`src/hdl/pfpa_pkg.sv`:
```
// ----------------------------------------------------------------------------
// Particle frame parser and averager package
// Request and result codes, frame layout and field widths shared by the
// block and its users.
// ----------------------------------------------------------------------------
`default_nettype none

package pfpa_pkg;

    localparam int REQ_W   = 2;
    localparam int BYTE_W  = 8;
    localparam int KIND_W  = 2;
    localparam int COUNT_W = 8;
    localparam int AVG_W   = 20;
    localparam int WORD_W  = 16;
    localparam int FRAC_W  = 4;
    localparam int NUM_RD  = 3;
    localparam int POS_W   = 5;

    localparam int OUT_BITS = COUNT_W + NUM_RD * AVG_W;
    localparam int OUT_W    = ((OUT_BITS + 7) / 8) * 8;

    localparam int RING_DEPTH_DEF = 8;

    localparam logic [REQ_W-1:0] REQ_START  = 2'd0;
    localparam logic [REQ_W-1:0] REQ_BYTE   = 2'd1;
    localparam logic [REQ_W-1:0] REQ_FINISH = 2'd2;

    localparam logic [KIND_W-1:0] KIND_GOOD    = 2'd0;
    localparam logic [KIND_W-1:0] KIND_BAD_SUM = 2'd1;
    localparam logic [KIND_W-1:0] KIND_AVG     = 2'd2;
    localparam logic [KIND_W-1:0] KIND_EMPTY   = 2'd3;

    localparam logic [BYTE_W-1:0] SYNC_FIRST  = 8'h42;
    localparam logic [BYTE_W-1:0] SYNC_SECOND = 8'h4D;

    localparam logic [POS_W-1:0] POS_SYNC2   = 5'd1;
    localparam logic [POS_W-1:0] POS_PM1_HI  = 5'd4;
    localparam logic [POS_W-1:0] POS_PM1_LO  = 5'd5;
    localparam logic [POS_W-1:0] POS_PM25_HI = 5'd6;
    localparam logic [POS_W-1:0] POS_PM25_LO = 5'd7;
    localparam logic [POS_W-1:0] POS_PM10_HI = 5'd8;
    localparam logic [POS_W-1:0] POS_PM10_LO = 5'd9;
    localparam logic [POS_W-1:0] SUM_LEN     = 5'd30;
    localparam logic [POS_W-1:0] POS_CHK_LO  = 5'd31;

endpackage : pfpa_pkg

`default_nettype wire

```
`src/hdl/particle_frame_parser_averager_unit.sv`:
```
// ----------------------------------------------------------------------------
// Particle frame parser and averager
// Hunts for framed sensor records in a byte stream, checks their sums, keeps
// the last readings in a ring and averages them on request.
// ----------------------------------------------------------------------------
// A received byte that does not complete a frame and a start item are each
// taken in the idle state, and a finish with an empty ring goes straight to
// the result. The byte that completes a frame passes through the checksum
// compare and the ring write in S_FRAME, then the result in S_EMIT. A finish
// with held entries does one memory read and three passes through the shared
// adder per entry, then one restoring division per reading, one quotient bit a
// cycle. An item that gives a result stays in its last state for as long as
// the previous result has not been taken. The input is not ready while an item
// is at work; the result sits in an output register, so bytes that give no
// result are still taken while it waits.
`default_nettype none

module particle_frame_parser_averager_unit #(
    parameter int RING_DEPTH = pfpa_pkg::RING_DEPTH_DEF
) (
    input  wire logic                         clk,
    input  wire logic                         rst_n,
    input  wire logic                         s_tvalid,
    output logic                              s_tready,
    // Fields from bit 0: rx_byte.
    input  wire logic [pfpa_pkg::BYTE_W-1:0]  s_tdata,
    // Fields from bit 0: req_type.
    input  wire logic [pfpa_pkg::REQ_W-1:0]   s_tuser,
    output logic                              m_tvalid,
    input  wire logic                         m_tready,
    // Fields from bit 0: frames_stored, pm1_average, pm25_average, pm10_average.
    output logic [pfpa_pkg::OUT_W-1:0]        m_tdata,
    // Fields from bit 0: event_kind.
    output logic [pfpa_pkg::KIND_W-1:0]       m_tuser
);

    import pfpa_pkg::*;

    localparam int IDX_W = (RING_DEPTH > 1) ? $clog2(RING_DEPTH) : 1;
    localparam int CNT_W = $clog2(RING_DEPTH + 1);
    localparam int ACC_W = WORD_W + CNT_W;
    localparam int DVD_W = ACC_W + FRAC_W;
    localparam int BC_W  = $clog2(DVD_W + 1);
    localparam int ENT_W = NUM_RD * WORD_W;

    localparam logic [IDX_W-1:0] LAST_SLOT = IDX_W'(RING_DEPTH - 1);
    localparam logic [CNT_W-1:0] FULL_CNT  = CNT_W'(RING_DEPTH);
    localparam logic [1:0]       LAST_SEL  = 2'(NUM_RD - 1);

    typedef enum logic [2:0] {
        S_IDLE,
        S_FRAME,
        S_RD,
        S_ACC,
        S_DIV_LOAD,
        S_DIV,
        S_EMIT
    } state_t;

    state_t               state_reg, state_next;
    logic [POS_W-1:0]     pos_reg, pos_next;
    logic [WORD_W-1:0]    sum_reg, sum_next;
    logic [WORD_W-1:0]    chk_reg, chk_next;
    logic [WORD_W-1:0]    raw_reg [NUM_RD];
    logic [WORD_W-1:0]    raw_next [NUM_RD];
    logic [IDX_W-1:0]     head_reg, head_next;
    logic [CNT_W-1:0]     count_reg, count_next;
    logic [CNT_W-1:0]     k_reg, k_next;
    logic [1:0]           sel_reg, sel_next;
    logic [ACC_W-1:0]     acc_reg [NUM_RD];
    logic [ACC_W-1:0]     acc_next [NUM_RD];
    logic [AVG_W-1:0]     avg_reg [NUM_RD];
    logic [AVG_W-1:0]     avg_next [NUM_RD];
    logic [CNT_W-1:0]     rem_reg, rem_next;
    logic [DVD_W-1:0]     dq_reg, dq_next;
    logic [BC_W-1:0]      bit_reg, bit_next;
    logic [KIND_W-1:0]    kind_reg, kind_next;
    logic                 m_tvalid_reg, m_tvalid_next;
    logic [OUT_W-1:0]     m_tdata_reg, m_tdata_next;
    logic [KIND_W-1:0]    m_tuser_reg, m_tuser_next;

    logic [ENT_W-1:0]     ring_mem [RING_DEPTH];
    logic [ENT_W-1:0]     rd_data_reg;
    logic                 mem_we;
    logic [IDX_W-1:0]     rd_addr;

    logic                 accept;
    logic [BYTE_W-1:0]    rx_byte;
    logic [CNT_W:0]       trial;
    logic                 trial_ge;
    logic [WORD_W-1:0]    acc_field;

    assign s_tready = (state_reg == S_IDLE);
    assign accept   = s_tvalid && s_tready;
    assign rx_byte  = s_tdata;
    assign m_tvalid = m_tvalid_reg;
    assign m_tdata  = m_tdata_reg;
    assign m_tuser  = m_tuser_reg;
    assign rd_addr  = k_reg[IDX_W-1:0];
    assign mem_we   = (state_reg == S_FRAME) && (sum_reg == chk_reg);

    assign trial    = {rem_reg, dq_reg[DVD_W-1]};
    assign trial_ge = (trial >= {1'b0, count_reg});

    always_comb
    begin
        case (sel_reg)
            2'd0:    acc_field = rd_data_reg[WORD_W-1:0];
            2'd1:    acc_field = rd_data_reg[2*WORD_W-1:WORD_W];
            default: acc_field = rd_data_reg[ENT_W-1:2*WORD_W];
        endcase
    end

    always_comb
    begin
        state_next    = state_reg;
        pos_next      = pos_reg;
        sum_next      = sum_reg;
        chk_next      = chk_reg;
        raw_next      = raw_reg;
        head_next     = head_reg;
        count_next    = count_reg;
        k_next        = k_reg;
        sel_next      = sel_reg;
        acc_next      = acc_reg;
        avg_next      = avg_reg;
        rem_next      = rem_reg;
        dq_next       = dq_reg;
        bit_next      = bit_reg;
        kind_next     = kind_reg;
        m_tvalid_next = m_tvalid_reg && !m_tready;
        m_tdata_next  = m_tdata_reg;
        m_tuser_next  = m_tuser_reg;

        case (state_reg)
            S_IDLE:
            begin
                if (accept)
                begin
                    case (s_tuser)
                        REQ_START:
                        begin
                            pos_next   = '0;
                            head_next  = '0;
                            count_next = '0;
                        end
                        REQ_BYTE:
                        begin
                            if (pos_reg == '0 && rx_byte != SYNC_FIRST)
                            begin
                                pos_next = '0;
                            end
                            else if (pos_reg == POS_SYNC2 && rx_byte != SYNC_SECOND)
                            begin
                                pos_next = '0;
                            end
                            else
                            begin
                                pos_next = pos_reg + 1'b1;
                                if (pos_reg == '0)
                                begin
                                    sum_next = WORD_W'(rx_byte);
                                end
                                else if (pos_reg < SUM_LEN)
                                begin
                                    sum_next = sum_reg + WORD_W'(rx_byte);
                                end
                                case (pos_reg)
                                    POS_PM1_HI:  raw_next[0][15:8] = rx_byte;
                                    POS_PM1_LO:  raw_next[0][7:0]  = rx_byte;
                                    POS_PM25_HI: raw_next[1][15:8] = rx_byte;
                                    POS_PM25_LO: raw_next[1][7:0]  = rx_byte;
                                    POS_PM10_HI: raw_next[2][15:8] = rx_byte;
                                    POS_PM10_LO: raw_next[2][7:0]  = rx_byte;
                                    SUM_LEN:     chk_next[15:8]    = rx_byte;
                                    POS_CHK_LO:
                                    begin
                                        chk_next[7:0] = rx_byte;
                                        pos_next      = '0;
                                        state_next    = S_FRAME;
                                    end
                                    default:     ;
                                endcase
                            end
                        end
                        REQ_FINISH:
                        begin
                            for (int r = 0; r < NUM_RD; r++)
                            begin
                                acc_next[r] = '0;
                                avg_next[r] = '0;
                            end
                            k_next   = '0;
                            sel_next = '0;
                            if (count_reg == '0)
                            begin
                                kind_next  = KIND_EMPTY;
                                state_next = S_EMIT;
                            end
                            else
                            begin
                                state_next = S_RD;
                            end
                        end
                        default: ;
                    endcase
                end
            end
            S_FRAME:
            begin
                for (int r = 0; r < NUM_RD; r++)
                begin
                    avg_next[r] = '0;
                end
                if (sum_reg == chk_reg)
                begin
                    kind_next = KIND_GOOD;
                    head_next = (head_reg == LAST_SLOT) ? '0 : head_reg + 1'b1;
                    if (count_reg != FULL_CNT)
                    begin
                        count_next = count_reg + 1'b1;
                    end
                end
                else
                begin
                    kind_next = KIND_BAD_SUM;
                end
                state_next = S_EMIT;
            end
            S_RD:
            begin
                sel_next   = '0;
                state_next = S_ACC;
            end
            S_ACC:
            begin
                acc_next[sel_reg] = acc_reg[sel_reg] + ACC_W'(acc_field);
                if (sel_reg == LAST_SEL)
                begin
                    sel_next = '0;
                    k_next   = k_reg + 1'b1;
                    if (k_reg + 1'b1 == count_reg)
                    begin
                        state_next = S_DIV_LOAD;
                    end
                    else
                    begin
                        state_next = S_RD;
                    end
                end
                else
                begin
                    sel_next = sel_reg + 1'b1;
                end
            end
            S_DIV_LOAD:
            begin
                rem_next   = '0;
                dq_next    = {acc_reg[sel_reg], {FRAC_W{1'b0}}};
                bit_next   = BC_W'(DVD_W);
                state_next = S_DIV;
            end
            S_DIV:
            begin
                rem_next = trial_ge ? CNT_W'(trial - {1'b0, count_reg}) : trial[CNT_W-1:0];
                dq_next  = {dq_reg[DVD_W-2:0], trial_ge};
                bit_next = bit_reg - 1'b1;
                if (bit_reg == BC_W'(1))
                begin
                    avg_next[sel_reg] = dq_next[AVG_W-1:0];
                    if (sel_reg == LAST_SEL)
                    begin
                        kind_next  = KIND_AVG;
                        state_next = S_EMIT;
                    end
                    else
                    begin
                        sel_next   = sel_reg + 1'b1;
                        state_next = S_DIV_LOAD;
                    end
                end
            end
            S_EMIT:
            begin
                if (!m_tvalid_reg || m_tready)
                begin
                    m_tvalid_next = 1'b1;
                    m_tuser_next  = kind_reg;
                    m_tdata_next  = OUT_W'({avg_reg[2], avg_reg[1], avg_reg[0],
                                            COUNT_W'(count_reg)});
                    state_next    = S_IDLE;
                end
            end
            default:
            begin
                state_next = S_IDLE;
            end
        endcase
    end

    always_ff @(posedge clk or negedge rst_n)
    begin
        if (!rst_n)
        begin
            state_reg    <= S_IDLE;
            pos_reg      <= '0;
            head_reg     <= '0;
            count_reg    <= '0;
            k_reg        <= '0;
            sel_reg      <= '0;
            bit_reg      <= '0;
            m_tvalid_reg <= 1'b0;
        end
        else
        begin
            state_reg    <= state_next;
            pos_reg      <= pos_next;
            head_reg     <= head_next;
            count_reg    <= count_next;
            k_reg        <= k_next;
            sel_reg      <= sel_next;
            bit_reg      <= bit_next;
            m_tvalid_reg <= m_tvalid_next;
        end
    end

    always_ff @(posedge clk)
    begin
        sum_reg     <= sum_next;
        chk_reg     <= chk_next;
        raw_reg     <= raw_next;
        acc_reg     <= acc_next;
        avg_reg     <= avg_next;
        rem_reg     <= rem_next;
        dq_reg      <= dq_next;
        kind_reg    <= kind_next;
        m_tdata_reg <= m_tdata_next;
        m_tuser_reg <= m_tuser_next;
    end

    always_ff @(posedge clk)
    begin
        if (mem_we)
        begin
            ring_mem[head_reg] <= {raw_reg[2], raw_reg[1], raw_reg[0]};
        end
        rd_data_reg <= ring_mem[rd_addr];
    end

`ifndef SYNTHESIS
    a_count_bound: assert property (@(posedge clk) disable iff (!rst_n)
        count_reg <= FULL_CNT)
        else $error("Ring count beyond the ring depth.");

    a_head_bound: assert property (@(posedge clk) disable iff (!rst_n)
        head_reg <= LAST_SLOT)
        else $error("Ring head beyond the last slot.");

    a_avg_nonempty: assert property (@(posedge clk) disable iff (!rst_n)
        (m_tvalid && m_tuser == KIND_AVG) |-> (m_tdata[COUNT_W-1:0] != '0))
        else $error("Averages reported with an empty ring.");

    a_start_clears: assert property (@(posedge clk) disable iff (!rst_n)
        (s_tvalid && s_tready && s_tuser == REQ_START) |=>
        (count_reg == '0 && head_reg == '0 && pos_reg == '0))
        else $error("Start item did not clear the ring and position.");

    a_div_on_count: assert property (@(posedge clk) disable iff (!rst_n)
        (state_reg == S_DIV || state_reg == S_ACC) |-> (count_reg != '0))
        else $error("Averaging pass running with no entries held.");
`endif

endmodule : particle_frame_parser_averager_unit

`default_nettype wire
```
`config.mk`:
```
export PLATFORM = sky130hd
export DESIGN_NAME = particle_frame_parser_averager_unit
export DESIGN_NICKNAME = d
export VERILOG_FILES = /design/src/hdl/pfpa_pkg.sv /design/src/hdl/particle_frame_parser_averager_unit.sv
export SDC_FILE = /design/constraint.sdc
export NUM_CORES = 1
export LEC_CHECK = 0
export BUFFER_PORTS_ARGS = -buffer_cell sky130_fd_sc_hd__buf_2
export CORE_ASPECT_RATIO = 2
export CORE_UTILIZATION = 45
export DETAILED_ROUTE_END_ITERATION = 16
export GPL_TIMING_DRIVEN = 0
export RECOVER_POWER = 25
export SLEW_MARGIN = 20
export SYNTH_ARGS = -nofsm -noshare
export SYNTH_HDL_FRONTEND = slang
export SYNTH_SLANG_ARGS = --single-unit
```
`constraint.sdc`:
```
create_clock -name clk -period 6.6 [get_ports clk]
set_clock_uncertainty 0.2 [all_clocks]
set_input_delay 0.33 -clock clk [delete_from_list [all_inputs] [get_ports clk]]
set_output_delay 0.33 -clock clk [all_outputs]
set_load 0.1 [all_outputs]
```
==> metrics, run 1 <==
status complete, no violations; Initial Utilization 45.5%; simple-gate area share of the yosys netlist 6.50%; core area 0.0679 mm^2; CTS tree yes; routability cong. 0.899; IO Port Bufs roughly 80; Top delay family on crit path buffers and inverters; IO Count 90; Cell Pwr Density around 450 mW/mm^2; proportion of power drawn by flip-flops and latches 40.0%; Synth area leader edfxtp_1; final hold slack roughly 0.067 ns; FP Rows 135; DR iter-0 viols between 1000 and 1500; CP bufs+invs 7; maximum vdd ir drop about 0.00027 V; Mapped Area 0.0309 mm^2; Reg clk slew, reported paths 0.07 ns; htree depth 3; Worst-Margin Slew 1.22 ns; Crit. End Element flip-flop; DRT met1 WL 26.3 mm; post-CTS setup buffers 0; multiplexer area fraction after synthesis between 10 and 15%; Slowest cell on crit path clkbuf_1; post-synthesis compound-gate area fraction around 4%; RSZ-0062 raised after global routing false; wire length per cell 24.6 um; YS warnings 0; ys flop type edfxtp_1; maxcap violations 0; leakage 12.0 nW; Overflow after GRT 0; post-route core utilization a little over half; Area Growth Syn to Fin 15.1%; antenna cells 0; max-slew violation count 0; share of flip-flops with an asynchronous set or reset 3.58%; Num CTS Buffers 68; max layer used met4; Largest register FFs ~380; Final Hold Vio Count 0; hpwl dp 55.0 mm; Via Count 17000; Net Switching 5.82 mW; Synth Instances 1886; initial antenna violation count 0; sw frac 36.3%; Slew headroom a little under a fifth; worst min-delay path class in2reg; Largest stage delay, worst path 0.65 ns; Synth Area in XOR/XNOR 1.39%; Max clock buf depth 3; power share of the clock group 24.9%; classification of the worst setup path reg2reg; Adder-Cell Fraction of Synth Area 1.98%; largest family of logic cells by synthesized area multiplexers; Die ar. approximately 0.07 mm^2; Worst-Skew Late Latency 0.61 ns; ranking of synthesized cells by area edfxtp_1 (66%), mux4_2 (7.0%), mux2i_1 (3.5%); commonest non-fill, non-tap cell in the layout edfxtp_1; required time of the critical path 6.75 ns; DRT Pass-1 Iters 6; Post-synth EDFFs 680; metal3 WL 2.55 mm; nets 2174; Root Driver clkbuf_16; clock sinks 755; cell-internal power 10.2 mW; combinational share of power 35.1%; top fanout value on the critical path 10; final setup violation count 0; Final ANT Viol Nets 0; CP Cell Sequence clkbuf_2 > clkbuf_1 > inv_1 > ha_1 > clkbuf_1 > clkbuf_1 > a21oi_2 > nor2_1 > ha_1 > inv_1 > fa_1 > inv_1 > a21oi_1 > o21ai_1 > a21oi_1 > o221ai_1 > or3_1 > nand3_1; Seq/Total Area, Yosys 71.3%; vias per cell 5.57; drt drc 0; vias in the first global route 17600; metal2 WL 42.9 mm; first-pass GRT wire length ~110 mm; most frequent cells in the layout edfxtp_1 (680), nor2_1 (167), mux2i_1 (108); critical path arrival between 6 and 7 ns; gr usage total 21.8%; Avg Inst Size Synth 16.4 um^2; DIE WIDTH roughly 190 um; Distinct cells, synth 67; fmax 0.159 GHz; FF+latch count, synth 755; pin count of the biggest net entering global routing 28; Die Y between 300 and 400 um; startpoint types flip-flop; Final Critical Period 6.30 ns; Tcrit/Tclk final 95.5%; DRT Wirelength about 75 mm; share of cells above drive strength 1 20.9%; share of the synthesized area in the top cell type 66.1%
-- worst paths after layout --
check                             from     endpoint  slack [ns]  cells past startpoint
max                         sel_reg[0]  acc_reg[14]        0.30                     18
min                         s_tuser[1]   pos_reg[1]        0.07                      3
max reg2reg                 sel_reg[0]  acc_reg[14]        0.30                     18
min reg2reg                kind_reg[1]   m_tuser[1]        0.22                      0
max in group asynchronous        rst_n   bit_reg[3]        5.47                      2
min in group asynchronous        rst_n   pos_reg[2]        0.19                      2
-- final cells by class --
class,count,area [um^2]
Fill cell,5567,32300
Sequential cell,755,22100
Multi-Input combinational cell,996,8420
Clock buffer,89,1850
Timing Repair Buffer,151,1210
Tap cell,890,1110
Buffer,94,402
Clock inverter,36,358
Inverter,47,176
-- per-layer routing --
| metal | GRT usage [%] | up-vias |
|---|---|---|
| li1 | - | 7674 |
| met1 | 22.3 | 8723 |
| met2 | 43.1 | 470 |
| met3 | 2.20 | 160 |
| met4 | 10.5 | 0 |
| met5 | 0 | - |
-- kinds of logic after synthesis --
logic type | count (synthesis)
xor gates and xnor gates | 49
and+or+nand+nor | 408
other | 1
adders and majority gates | 47
buffers and inverters | 142
DFF | 755
AOI/OAI and AO/OA | 212
muxes | 272
-- cells in the mapped netlist, types with 10 or more instances --
library cell / count
inv_1: 44
mux2i_1: 108
ha_1: 44
nor3_1: 17
or3_1: 13
nand2b_1: 17
clkbuf_1: 66
buf_1: 11
mux2_2: 62
buf_2: 10
dfrtp_1: 27
a21oi_1: 80
nor2_1: 170
nand4_1: 12
nand3_1: 30
xor2_1: 15
dfxtp_1: 48
mux4_2: 96
and3_1: 10
o21ai_0: 67
xnor2_1: 34
nand3b_1: 25
edfxtp_1: 680
nand2_1: 65
nor2b_1: 16
o21ai_1: 16
-- per-stage QoR --
stage               instance area [um^2]  setup TNS [ns]  worst slack, ns  cells  total power [mW]
global placement                   32500        -1278.73            -3.97   2864              11.9
detailed placement                 33300           -7.35           -0.539   2928              12.1
CTS                                35600               0           0.0660   3058              16.1
finish                             35600               0            0.300   3058              16.0
floorplan                          30900               0            0.280   1893              10.4
global route                       35600               0           0.0592   3058              16.7
-- worst min-delay path, stage by stage --
cell	delay (ns)
buf_2	0.18
nor3b_2	0.13
o21ai_0	0.18
-- what timing repair did --
| item | CTS | global route |
|---|---|---|
| hold buffers | 6 | 0 |
| hold endpoints to repair | 42 | 0 |
| endpoints found under the setup margin | 29 | 12 |
| resized for setup | 4 | 3 |
-- power groups by stage --
stage / sequential (mW) / combinational (mW) / clock, mW
global placement: 6.56 / 5.36 / 0
detailed placement: 6.51 / 5.59 / 0
CTS: 6.41 / 5.63 / 4.05
finish: 6.41 / 5.62 / 3.98
global route: 6.46 / 6.04 / 4.20
floorplan: 6.81 / 3.56 / 0
(Power assumes the default switching activity.)
==> run 2, diff against run 1 <==
--- a/config.mk
+++ b/config.mk
@@ -7,7 +7,7 @@
 export LEC_CHECK = 0
 export BUFFER_PORTS_ARGS = -buffer_cell sky130_fd_sc_hd__buf_2
 export CORE_ASPECT_RATIO = 2
-export CORE_UTILIZATION = 45
+export CORE_UTILIZATION = 40
 export DETAILED_ROUTE_END_ITERATION = 16
 export GPL_TIMING_DRIVEN = 0
 export RECOVER_POWER = 25
==> run 2 against run 1 <==
Clock power fell by 1%. Critical path depth unchanged. Worst hold slack worse by 0.016 ns. Final area rose by 0.44%. Via count increased by 0.57%. Largest power group unchanged. Largest cell class unchanged.
==> metrics, run 2 (same netlist as run 1, synthesis figures left out) <==
routability cong. roughly 0.89; worst min-delay path class in2reg; Cell Area, Placed 0.0334 mm^2; final hold slack just over 0.05 ns; CP bufs+invs 6; gr usage total between 20% and 30%; final setup violation count 0; DRT Pass-1 Iters 6; Cell Pwr Density roughly 450 mW/mm^2; Final ANT Viol Nets 0; nets 2179; Top delay family on crit path buffers and inverters; Final Critical Period 6.39 ns; Slew headroom a little over a quarter; status complete, no violations; setup tns final 0 ns; antenna cells 0; FP Rows 143; core area 0.0762 mm^2; IO Count 90; Slowest cell on crit path clkbuf_1; initial antenna violation count 0; first-pass GRT wire length 115 mm; Overflow after GRT 0; Largest stage delay, worst path between 0.7 and 0.8 ns; hold depth 3; Worst-Skew Late Latency 0.64 ns; RSZ-0062 raised after global routing false; vias in the first global route 18200; Die Y around 400 um; classification of the worst setup path reg2reg; wire length per cell 24.2 um; DRT Wirelength 77.1 mm; worst reg2reg startpoint sel_reg[1]; fmax 0.157 GHz; Crit. End Element flip-flop; Worst-Margin Slew 1.10 ns; Max clock buf depth 3; drt drc 0; Initial Utilization 40.6%; Root Driver clkbuf_16; DIE WIDTH roughly 200 um; Largest register FFs 384; Hold Path End pos_reg[1]; most frequent cells in the layout edfxtp_1 (680), nor2_1 (167), mux2i_1 (108); Die ar. 0.0785 mm^2; Min-Delay Startpoint s_tvalid; Reg2Reg Setup Slack 0.21 ns; hpwl dp 56.4 mm; post-route cell area 0.0357 mm^2; top fanout value on the critical path 10; vias per cell 5.37; share of cells above drive strength 1 a little over a fifth; Num CTS Buffers 66; Final Hold Vio Count 0; Reg-to-Reg End acc_reg[39]; critical path arrival 6.68 ns; clock sinks 755; CTS tree yes; htree depth 3; IO Port Bufs 81; Via Count 17100; pin count of the biggest net entering global routing 28; Tcrit/Tclk final 96.8%; DR iter-0 viols approximately 1300; startpoint types flip-flop; fillers 6585; CP Cell Sequence clkbuf_1 > buf_2 > clkbuf_4 > inv_1 > ha_1 > clkbuf_1 > clkbuf_1 > a21oi_1 > a21oi_1 > nor2_1 > ha_1 > nand2_1 > nor3b_2 > o21ai_0 > a21oi_1 > o21ai_1 > or3_1 > nand3_1; maxcap violations 0; Pwr Total 16.1 mW; reg2reg path depth 18; required time of the critical path between 6 and 7 ns; Area Growth Syn to Fin 15.6%; max-slew violation count 0; post-CTS setup buffers 0; maximum vdd ir drop 0.000206 V; post-route core utilization 46.9%; leakage 12.1 nW; Reg clk slew, reported paths 0.07 ns; commonest non-fill, non-tap cell in the layout edfxtp_1
==> run 2: worst reg2reg max path, delay by kind of cell, from the launching register on <==
family / cells / cell delay [ns]
buffers and inverters: 6 / 2.39
and+or+nand+nor: 5 / 1.17
adders and majority gates: 2 / 0.60
DFF: 1 / 0.39
AOI/OAI and AO/OA: 5 / 1.49
==> run 2: worst max-delay path by stage <==
stage	slack, ns	from	depth (start not counted)	to
5_1_grt	0.06	sel_reg[1]	19	acc_reg[37]
2_1_floorplan	0.28	m_tvalid	2	m_tdata[0]
6_report	0.21	sel_reg[1]	18	acc_reg[39]
3_5_place_dp	-0.66	sel_reg[0]	21	acc_reg[36]
3_3_place_gp	-4.03	sum_reg[11]	6	ring_mem[0][18]
4_1_cts	0.01	sel_reg[1]	21	acc_reg[36]
==> run 2: metrics by stage <==
step | cells | setup slack (ns)
6_report | 3186 | 0.212
3_5_place_dp | 3054 | -0.664
3_3_place_gp | 2989 | -4.03
5_1_grt | 3186 | 0.0596
2_1_floorplan | 1893 | 0.280
4_1_cts | 3186 | 0.0126
==> run 2: area by class of cell <==
class	count	area, um^2	share of cell area [%]
Tap cell	1015	1270	3.55
Inverter	47	176	0.493
Buffer	94	402	1.12
Sequential cell	755	22100	61.7
Clock buffer	88	1820	5.08
Clock inverter	33	360	1.01
Timing Repair Buffer	158	1240	3.46
Multi-Input combinational cell	996	8430	23.6
==> run 2: routing by layer <==
layer | track usage [%] | routed length [um] | vias to the layer above
met2 | 39.0 | 43800 | 481
li1 | - | - | 7673
met4 | 11.5 | 4470 | 0
met5 | 0 | 0 | -
met1 | 20.1 | 26000 | 8790
met3 | 2.91 | 2800 | 180
==> run 2: where the power goes <==
group	leakage (nW)	internal (mW)	switching (mW)
registers	6.97	6.02	0.400
logic	4.02	1.96	3.78
clock network	1.06	2.19	1.75
total	12.1	10.2	5.93
==> run 2: timing repair <==
action,CTS,global route
gates cloned,0,0
hold buffers,12,0
endpoints found under the hold margin,92,0
resized for setup,5,3
pin swaps,0,0
endpoints found under the setup margin,45,23
